File: src/rtl/lu_pkg.sv
// Package for the LU linear system solver: fixed-point types, sequencer states
// and the status struct passed between the datapath units. No dependencies.
package lu_pkg;
    typedef logic signed [31:0] fx_t;

    typedef enum logic [3:0] {
        ST_LOAD,
        ST_ELEM,
        ST_TGT,
        ST_TERM_B,
        ST_TERM_M,
        ST_TERM_P,
        ST_TERM_ACC,
        ST_FIN,
        ST_CHECK,
        ST_PIV,
        ST_DIV_GO,
        ST_DIV_WAIT,
        ST_OUT_RD,
        ST_OUT
    } lu_state_t;

    typedef enum logic [1:0] {
        PH_U,
        PH_L,
        PH_F,
        PH_B
    } lu_phase_t;

    typedef struct packed {
        logic start;
        logic busy;
        logic done;
    } div_ctl_t;

    localparam int SIZE_CAP = 8;

    function automatic fx_t sat32(input logic signed [65:0] v);
        if (v > 66'sd2147483647)
            return 32'sh7fffffff;
        else if (v < -66'sd2147483648)
            return 32'sh80000000;
        else
            return v[31:0];
    endfunction
endpackage

File: src/rtl/lu_divider.sv
// Sequential restoring divider: (num << FRAC_BITS) / den, truncating, saturated.
// Uses lu_pkg; one quotient bit per cycle.
module lu_divider #(
    parameter int FRAC_BITS = 16
) (
    input  logic             clk,
    input  logic             rst_n,
    input  logic             start,
    input  lu_pkg::fx_t      num,
    input  lu_pkg::fx_t      den,
    output lu_pkg::div_ctl_t ctl,
    output lu_pkg::fx_t      quo
);
    import lu_pkg::*;

    localparam int NW = 32 + FRAC_BITS;
    localparam int CW = $clog2(NW + 1);

    logic [NW-1:0] dvd_reg;
    logic [NW-1:0] q_reg;
    logic [32:0]   rem_reg;
    logic [31:0]   dmag_reg;
    logic          neg_reg;
    logic          busy_reg;
    logic          done_reg;
    logic [CW-1:0] cnt_reg;
    logic [33:0]   trial;
    logic [32:0]   shifted;
    logic [31:0]   nmag;
    logic signed [NW+1:0] qs;

    assign nmag    = num[31] ? 32'(-num) : 32'(num);
    assign shifted = {rem_reg[31:0], dvd_reg[NW-1]};
    assign trial   = {1'b0, shifted} - {2'b00, dmag_reg};
    assign qs      = neg_reg ? -$signed({2'b00, q_reg}) : $signed({2'b00, q_reg});

    always_ff @(posedge clk or negedge rst_n)
    begin
        if (!rst_n)
        begin
            busy_reg <= 1'b0;
            done_reg <= 1'b0;
            cnt_reg  <= '0;
        end
        else
        begin
            done_reg <= 1'b0;
            if (start)
            begin
                busy_reg <= 1'b1;
                cnt_reg  <= CW'(NW);
            end
            else if (busy_reg)
            begin
                cnt_reg <= cnt_reg - 1'b1;
                if (cnt_reg == CW'(1))
                begin
                    busy_reg <= 1'b0;
                    done_reg <= 1'b1;
                end
            end
        end
    end

    always_ff @(posedge clk)
    begin
        if (start)
        begin
            dvd_reg  <= {nmag, {FRAC_BITS{1'b0}}};
            dmag_reg <= den[31] ? 32'(-den) : den;
            neg_reg  <= num[31] ^ den[31];
            rem_reg  <= '0;
            q_reg    <= '0;
        end
        else if (busy_reg)
        begin
            dvd_reg <= {dvd_reg[NW-2:0], 1'b0};
            if (!trial[33])
            begin
                rem_reg <= trial[32:0];
                q_reg   <= {q_reg[NW-2:0], 1'b1};
            end
            else
            begin
                rem_reg <= shifted;
                q_reg   <= {q_reg[NW-2:0], 1'b0};
            end
        end
    end

    assign ctl = {start, busy_reg, done_reg};
    assign quo = sat32(66'(qs));
endmodule

File: config.mk
export PLATFORM = sky130hd
export DESIGN_NAME = lu_divider
export DESIGN_NICKNAME = d
export VERILOG_FILES = /design/src/rtl/lu_pkg.sv /design/src/rtl/lu_divider.sv
export SDC_FILE = /design/constraint.sdc
export NUM_CORES = 1
export LEC_CHECK = 0
export BUFFER_PORTS_ARGS = -buffer_cell sky130_fd_sc_hd__buf_2
export CAP_MARGIN = 40
export CORE_ASPECT_RATIO = 1.25
export CORE_MARGIN = 3
export CORE_UTILIZATION = 30
export CTS_BUF_LIST = sky130_fd_sc_hd__clkbuf_4 sky130_fd_sc_hd__clkbuf_8
export CTS_CLUSTER_SIZE = 10
export DETAILED_ROUTE_END_ITERATION = 8
export HOLD_SLACK_MARGIN = 0.05
export PLACE_DENSITY_LB_ADDON = 0.1
export SETUP_SLACK_MARGIN = 0.05
export SLEW_MARGIN = 20
export SYNTH_ARGS = -nofsm -noshare
export SYNTH_HDL_FRONTEND = slang
export SYNTH_SLANG_ARGS = --single-unit
File: constraint.sdc
create_clock -name clk -period 10.45 [get_ports clk]
set_clock_uncertainty 0.1 [all_clocks]
set_input_delay 2.09 -clock clk [delete_from_list [all_inputs] [get_ports clk]]
set_output_delay 2.09 -clock clk [all_outputs]
set_load 0.005 [all_outputs]
==> Word level (Yosys, flattened, before mapping) <==
Cells that the tools add are included.
{ "classes": {"addsub": 5, "order_cmp": 2, "eq_ne": 1, "n_mux": 17, "n_bitwise": 1, "reduce_logical": 1} }
{ "ops": {"columns": ["cell", "count"], "rows": [
  ["32-bit 2-to-1 mux", 4],
  ["48-bit 2-to-1 mux", 2],
  ["32-bit negator", 2],
  ["50-bit by 32-bit > comparator with 1-bit output, second input constant", 1],
  ["50-bit by 32-bit less-than comparator with 1-bit output, second input constant", 1],
  ["50-bit 2-to-1 mux", 1],
  ["48-bit negator with 50-bit output", 1],
  ["33-bit by 32-bit subtractor with 34-bit output", 1],
  ["31-bit 2-to-1 mux", 1],
  ["6-bit 2-to-1 mux", 2],
  ["1-bit 2-to-1 mux", 7],
  ["6-bit by 1-bit equality test with 1-bit output, second input constant", 1],
  ["6-bit by 1-bit subtractor with 6-bit output, second input constant", 1],
  ["2-bit nonzero test", 1],
  ["1-bit bitwise XOR", 1]
]} }
{ "word_totals": {"ff_bits": 153, "in_bits": 67, "out_inout_bits": 35, "word_cells": 36} }

==> Longest topological paths before layout <==
Gate-level depths: netlist of the first run.
{ "depth": {"word_depth": 5, "depth_mapped": 12, "ltp_nobuf": 11} }

==> Worst setup path after synthesis of the first run <==
Ideal clock, no wire load.
{ "synth_path": {"path_type": "flip-flop to output port", "startpoint": "register q_reg[28]", "endpoint": "output port quo[10]", "arrival_ps": 2730, "required_time_ps": 8260, "slack_ps": 5530, "stages_incl_launch_ff": 10, "n_path_buf": 1, "cell_sequence": "dfxtp_1 > or4_4 > or3_1 > or4_4 > mux2_1 > a32oi_1 > nor2b_1 > a41o_2 > buf_6 > o21ai_2"} }
{ "synth_between": {"elab_chain_len": 5, "elab_cells_between_ends": 6, "cone_classes": "add/sub: 1; order compare: 2; mux: 3"} }
{ "synth_lines": {"columns": ["item", "line", "text"], "rows": [
  ["from (decl)", "lu_divider.sv:20", "logic [NW-1:0] q_reg;"],
  ["from (signal assigned)", "lu_divider.sv:81", "q_reg <= {q_reg[NW-2:0], 1'b1};"],
  ["from (signal assigned)", "lu_divider.sv:86", "q_reg <= {q_reg[NW-2:0], 1'b0};"],
  ["48-bit negator with 50-bit output", "lu_divider.sv:35", "assign qs = neg_reg ? -$signed({2'b00, q_reg}) : $signed({2'b00, q_reg});"],
  ["50-bit 2-to-1 mux *", "lu_divider.sv:35", null],
  ["50-bit by 32-bit less-than comparator with 1-bit output", "lu_pkg.sv:41", "else if (v < -66'sd2147483648)"],
  ["32-bit 2-to-1 mux", "lu_pkg.sv:41", null],
  ["32-bit 2-to-1 mux *", "lu_pkg.sv:39", "if (v > 66'sd2147483647)"],
  ["to (decl)", "lu_divider.sv:12", "output lu_pkg::fx_t quo"]
]} }
Every way passes the cells marked *; elsewhere a longest branch is shown, timed or not.

==> Worst setup path after layout of the first run <==
{ "layout_path": {"startpoint": "register neg_reg", "endpoint": "output port quo[10]"} }
{ "layout_between": {"elab_chain_len": 4, "elab_cells_between_ends": 5, "cone_classes": "order compare: 2; mux: 3"} }
{ "layout_lines": {"columns": ["item", "line", "text"], "rows": [
  ["from (decl)", "lu_divider.sv:23", "logic neg_reg;"],
  ["from (signal assigned)", "lu_divider.sv:71", "neg_reg <= num[31] ^ den[31];"],
  ["50-bit 2-to-1 mux *", "lu_divider.sv:35", null],
  ["50-bit by 32-bit less-than comparator with 1-bit output", "lu_pkg.sv:41", null],
  ["32-bit 2-to-1 mux", "lu_pkg.sv:41", null],
  ["32-bit 2-to-1 mux *", "lu_pkg.sv:39", null]
]} }
Marked as above.

==> impl_results.md, run 1 <==
* Outcome: finished clean
* Max Cap Viol at 0
* Critical path class: reg2out
* Synth area leaders: edfxtp_1 18%, dfxtp_1 15%, xor2_1 5.5%, mux2i_1 5.5%, nor2_1 5.1%
* Final Hold Fails at 0
* Switching share of power at 41.8%
* Yosys warns at 0
* CTS Buffer Depth at 2
* Row cnt at 76
* Most used routing layer: met2
* PostCTS Resize Cnt at 0
* Syn_area_per_cell at 8.74 um2
* Met1 usage at 18.4%
* Root Buffer: clkbuf_8
* CP max FO at 50
* FILL cells at 3741
* Fin crit period at 6.24 ns
* Async S/R FF share, synth at 5.23%
* M3 GR Usage at 2.45%
* Wire per inst at 15.3 um
* Die height at 216 um
* Dominant synthesized flop cell: dfxtp_1
* Register bit count reported by yosys at 153
* Final-report setup violation count at 0
* Post-Layout Cell Count at 1759
* Area Overhead vs Synth at 11.5%
* CP most frequent cell: buf_4
* Via Count at 8914
* DR iter-0 viols at 475
* Main combinational cell family by area after synthesis: compound AO/OA/AOI/OAI gates
* Total CTS buffers at 17
* Worst vdd ir at 0.0992 mV
* Worst setup EP type: primary output
* Share of cells above drive strength 1 at 15.4%
* Die footprint at 0.0377 mm2
* Fraction of the mapped netlist area in adder cells at 4.55%
* Post-CTS Setup Inserts at 0
* Via density at 5.07
* Post-DP HPWL at 20100 um
* Cts hold-fix bufs at 0
* Gate power share at 54.0%
* Critical path origin: neg_reg$_DFFE_PP_
* Req. time, crit path at 8.26 ns
* Top Ports at 102
* Max FFs per register at 48
* Vias in the first global route at 8817
* Core area at 0.0347 mm2
* Max Clock Freq at 160 MHz
* Slowest cell on the critical path: or4b_2
* Critical path data arrival time at 4.05 ns
* Post-route ant nets at 0
* H-tree depth at 4
* DP Cell Count at 1726
* Synth cell count leaders: 143 x nor2_1, 91 x nand2_1, 80 x dfxtp_1
* Pin count of the biggest net entering global routing at 72
* Setup Total Neg Slack at 0 ns
* Worst hold path type: reg2reg
* Synth Cell Area at 0.0106 mm2
* Clock share of power at 16.4%
* Rel. slew slack at 45.3%
* RD Place Congestion at 0.885
* Initial antenna violation count at 0
* Top-area cell type share of the netlist area at 18.4%
* First-pass GRT wire length at 45500 um
* Clk_lat worst skew at 0.47 ns
* Tot GR Track Use at 14.5%
* Max Slew Vio Count at 0
* Drt total wl at 27000 um
* DRC viols at 0
* Final period util at 59.7%
* Post-synthesis simple-gate area fraction at 19.8%
* Yosys top cell by area: edfxtp_1
* Sw power at 1.07 mW
* Internal power at 1.50 mW
* Fin Hold WS at 0.398 ns
* IO Port Bufs at 101
* Reg power frac at 29.6%
* TritonRoute pass-1 iters at 4
* Synth cell types at 84
* Leak Pwr at 5.09 nW
* Mapped Nets at 1320
* # nets final at 1382
* Mux cell area share after synthesis at 5.68%
* GRT met2 Usage at 25.4%
* Gate Count Post-Synth at 1215
* Sequential area share after synthesis at 35.3%
* Kind of cell adding the most delay to the critical path: buffers and inverters
* Synth Area in Compound Gates at 19.9%
* Crit-path cells: buf_4 > clkinv_1 > or4b_2 > o32ai_1 > o2111ai_1 > nor4bb_1 > a31oi_4 > buf_4 > o21ai_2 > buf_2
* HP Start: rem_reg[15]$_SDFFE_PP0P_
* CTS clk-pin slew, worst paths at 0.09 ns
* P per Cell Area at 217 mW/mm2
* Critical path's largest stage delay at 0.71 ns
* Synth Area in XOR/XNOR at 9.73%
* CP startpoint kind: register
* Worst-Margin Slew at 0.821 ns
* Total power draw at 2.57 mW
* EDFF count, synth at 65
* Die Wd at 174 um
* TritonCTS sink count at 153
* RSZ-0062 raised after global routing: false
* Most frequent cell after synthesis: nor2_1
* R2R Path Start: dmag_reg[1]$_DFFE_PP_
* TritonCTS clock tree: built
* Gr ovfl total at 0
* CP bufs+invs at 4
* Initial Util at 30.6%
[cells in the final DEF (no fill, tap or decap), types with 5 or more instances in the layout]
cell type	instances
dfrtp_1	7
nor4_1	11
nor2b_1	9
or3_1	27
and3_1	10
a211oi_1	13
nand2_1	91
o21ai_2	31
inv_6	5
nand4_1	12
mux2i_1	58
clkinv_4	5
o41ai_1	15
o21a_1	9
nor3_1	20
ha_1	37
clkbuf_8	17
a21oi_1	70
o31ai_1	33
xor2_1	67
inv_1	57
o21bai_1	6
a311oi_1	20
buf_4	10
o21ai_0	58
nor2_1	143
nand2b_1	12
dfxtp_1	80
and2_1	7
edfxtp_1	65
or4_1	11
a21o_1	10
buf_2	100
nand3_1	26
xnor2_1	51
[final timing paths]
| path | slack, ns | end | cells after the start |
|---|---|---|---|
| max in group asynchronous | 8.71 | busy_reg$_DFF_PN0_ | 1 |
| hold / removal | 0.40 | rem_reg[15]$_SDFFE_PP0P_ | 2 |
| setup reg to reg | 6.50 | rem_reg[19]$_SDFFE_PP0P_ | 12 |
| min in group asynchronous | 1.35 | cnt_reg[5]$_DFFE_PN0P_ | 1 |
| hold reg to reg | 0.40 | rem_reg[15]$_SDFFE_PP0P_ | 2 |
| setup / recovery | 4.21 | quo[10] | 10 |
[logic make-up (layout without fill, tap and decap cells)]
group,count (synthesis),in the layout
and+or+nand+nor,415,415
AOI/OAI and AO/OA,305,305
DFF,153,153
buffers and inverters,126,201
xor gates and xnor gates,118,118
muxes,60,60
adders and majority gates,38,38
other,0,1
[metal layers]
layer | vias up | wire length, um
met5 | - | 0
met4 | 0 | 379
met3 | 21 | 895
met2 | 148 | 13200
met1 | 4198 | 12500
li1 | 4547 | -
[worst min-delay path, delay by kind of cell, from the launching register on]
| family | cells | cell delay, ns |
|---|---|---|
| compound gates | 1 | 0.06 |
| simple gates | 1 | 0.05 |
| flops | 1 | 0.34 |
[cell type report]
class                           count  area (um2)  share of cell area [%]
Antenna cell                        1        2.50                  0.0211
Tap cell                          468         586                    4.95
Multi-Input combinational cell    936        6340                    53.5
Sequential cell                   153        3760                    31.7
Clock buffer                       18         241                    2.04
Inverter                           58         218                    1.84
Timing Repair Buffer              111         587                    4.96
Clock inverter                     14         111                   0.941
[per-stage QoR]
step	util, %	setup slack (ns)	cell area (um2)
finish	34.1	4.21	11800
global route	34.1	3.90	11800
CTS	34.1	4.16	11800
detailed placement	33.1	4.75	11500
global placement	33.1	4.79	11500
floorplan	-	5.53	10600
[power groups by stage]
stage / Sequential, mW / Combinational, mW / Clock (mW)
global route: 0.772 / 1.57 / 0.470
finish: 0.761 / 1.39 / 0.423
detailed placement: 0.775 / 1.41 / 0
CTS: 0.762 / 1.42 / 0.449
floorplan: 0.756 / 0.998 / 0
global placement: 0.775 / 1.39 / 0
(Power assumes the default switching activity.)
==> run 2, diff against run 1 <==
==> constraint.sdc (replaced) <==
create_clock -name clk -period 6.5 [get_ports clk]
set_clock_uncertainty 0.1 [all_clocks]
set_input_delay 1.3 -clock clk [delete_from_list [all_inputs] [get_ports clk]]
set_output_delay 1.3 -clock clk [all_outputs]
set_load 0.005 [all_outputs]
==> impl_results.md, run 2 (synthesis gave the netlist of run 1 again) <==
* Initial Util at 30.6% (unchanged)
* Post-layout util at 34.4% (was 34.1%)
* H-tree depth at 4 (unchanged)
* DP Cell Count at 1727 (was 1726)
* Die Wd at 174 um (unchanged)
* TritonCTS clock tree: built (unchanged)
* CTS Buffer Depth at 2 (unchanged)
* Gr ovfl total at 0 (unchanged)
* Die height at 216 um (unchanged)
* CP max FO at 31 (was 50)
* Worst-Margin Slew at 0.788 ns (was 0.821 ns)
* Area Overhead vs Synth at 12.4% (was 11.5%)
* Outcome: finished clean (unchanged)
* Top Ports at 102 (unchanged)
* DRC viols at 0 (unchanged)
* Fin crit period at 5.43 ns
* # nets final at 1384 (was 1382)
* PostCTS Resize Cnt at 0 (unchanged)
* Core area at 0.0347 mm2 (unchanged)
* Final-report setup violation count at 0 (unchanged)
* P per Cell Area at 358 mW/mm2 (was 217 mW/mm2)
* Worst setup EP type: primary output (unchanged)
* Max Cap Viol at 0 (unchanged)
* TritonRoute pass-1 iters at 4 (unchanged)
* Critical path origin: q_reg[28]$_SDFFE_PP0P_ (was neg_reg$_DFFE_PP_)
* Die footprint at 0.0377 mm2 (unchanged)
* Final period util at 83.5%
* Stages on the worst setup path at 9 (was 10)
* Initial antenna violation count at 0 (unchanged)
* Cts hold-fix bufs at 0 (unchanged)
* Via Count at 8876 (was 8914)
* Post-route ant nets at 0 (unchanged)
* Most common cell after layout, fill and taps aside: nor2_1 (unchanged)
* Final Hold Fails at 0 (unchanged)
* R2r worst-path depth at 12 (unchanged)
* FF-to-FF setup slack at 2.64 ns (was 6.50 ns)
* RD Place Congestion at 0.802 (was 0.885)
* Fin Hold WS at 0.410 ns (was 0.398 ns)
* Post-DP HPWL at 20100 um (about the same)
* Wire per inst at 15.2 um (was 15.3 um)
* Row cnt at 76 (unchanged)
* RSZ-0062 raised after global routing: false (unchanged)
* Max FFs per register at 48 (unchanged)
* Most frequent cells in the layout: 143 x nor2_1, 100 x buf_2, 91 x nand2_1 (unchanged)
* Kind of cell adding the most delay to the critical path: simple AND/OR/NAND/NOR gates (was buffers and inverters)
* Root Buffer: clkbuf_8 (unchanged)
* Hold Crit Depth at 2 (unchanged)
* Critical path's largest stage delay at 0.62 ns (was 0.71 ns)
* Share of cells above drive strength 1 at 15.6% (was 15.4%)
* HP Start: rem_reg[29]$_SDFFE_PP0P_ (was rem_reg[15]$_SDFFE_PP0P_)
* Vias in the first global route at 8767 (was 8817)
* Req. time, crit path at 5.10 ns (was 8.26 ns)
* Via density at 5.04 (was 5.07)
* DR iter-0 viols at 444 (was 475)
* Worst vdd ir at 0.265 mV (was 0.0992 mV)
* R2R Path Start: dmag_reg[1]$_DFFE_PP_ (unchanged)
* Pin count of the biggest net entering global routing at 77 (was 72)
* Tot GR Track Use at 14.4% (was 14.5%)
* Total CTS buffers at 17 (unchanged)
* Critical path class: reg2out (unchanged)
* Post-CTS Setup Inserts at 0 (unchanged)
* Rel. slew slack at 47.5% (was 45.3%)
* CTS clk-pin slew, worst paths at 0.09 ns (about the same)
* Clk_lat worst skew at 0.47 ns (about the same)
* Max Slew Vio Count at 0 (unchanged)
* Slowest cell on the critical path: or4_4 (was or4b_2)
* Setup Total Neg Slack at 0 ns (unchanged)
* CP bufs+invs at 2 (was 4)
* Post-Layout Cell Count at 1761 (was 1759)
* CP startpoint kind: register (unchanged)
* Max Clock Freq at 184 MHz
* Crit-path cells: or4_4 > nor4_4 > nor4b_4 > nand3_1 > o31ai_1 > inv_1 > a41o_2 > o21ai_2 > buf_2 (was buf_4 > clkinv_1 > or4b_2 > o32ai_1 > o2111ai_1 > nor4bb_1 > a31oi_4 > buf_4 > o21ai_2 > buf_2)
* Worst hold path type: reg2reg (unchanged)
* TritonCTS sink count at 153 (unchanged)
* Critical path data arrival time at 4.03 ns (was 4.05 ns)
* Leak Pwr at 5.13 nW (was 5.09 nW)
* First-pass GRT wire length at 45300 um (was 45500 um)
* IO Port Bufs at 101 (unchanged)
* Drt total wl at 26800 um (was 27000 um)
-- run 2: changes by cell type in the layout (fill, tap and decap cells not counted), sizes merged --
| cell | delta |
|---|---|
| inv | +1 |
| bufinv | +3 |
| clkbuf | -1 |
| clkinvlp | +2 |
| buf | +2 |
| clkinv | -5 |
-- run 2: final timing paths --
check	end
min in group asynchronous	cnt_reg[0]$_DFFE_PN0P_
worst max-delay path	quo[19]
max in group asynchronous	busy_reg$_DFF_PN0_
worst max register to register	rem_reg[17]$_SDFFE_PP0P_
worst min-delay path	rem_reg[29]$_SDFFE_PP0P_
worst min register to register	rem_reg[29]$_SDFFE_PP0P_
-- run 2: worst register-to-register path, stage by stage (launching register included) --
cell and delay, ns:
edfxtp_1 0.45, inv_1 0.08, ha_1 0.22, nor2b_1 0.15, o31ai_1 0.61, a2111oi_0 0.23
buf_4 0.21, or3_1 0.39, nand3_1 0.20, nand2_1 0.38, buf_4 0.37, mux2i_1 0.17
a211oi_1 0.22
-- run 2: power by group --
group / internal (mW) / switching (mW)
Sequential: 1.13 / 0.0903
Combinational: 1.01 / 1.25
Clock: 0.388 / 0.403
Total: 2.53 / 1.74
-- run 2: cell type report --
cell class / count / area (um2)
Sequential cell: 153 / 3760
Inverter: 58 / 218
Tap cell: 468 / 586
Multi-Input combinational cell: 936 / 6340
Clock buffer: 17 / 234
Clock inverter: 15 / 184
Timing Repair Buffer: 113 / 618
Antenna cell: 1 / 2.50
Fill cell: 3729 / 22800
-- run 2: metrics by stage --
stage	cell area (um2)	power, mW	worst slack, ns
after global routing	11900	4.65	0.736
after floorplan	10600	2.82	2.37
after detailed placement	11500	3.52	1.61
final	11900	4.27	1.07
after global placement	11500	3.48	1.63
after CTS	11900	4.34	1.02
-- run 2: metal layers --
| metal | wire [um] | track usage, % | vias up | part of all wire [%] |
|---|---|---|---|---|
| li1 | - | - | 4564 | - |
| met4 | 272 | 3.70 | 0 | 1.0 |
| met5 | 0 | 0 | - | 0 |
| met1 | 12500 | 18.6 | 4167 | 47 |
| met2 | 13300 | 25.2 | 128 | 49 |
| met3 | 783 | 2.44 | 17 | 2.9 |
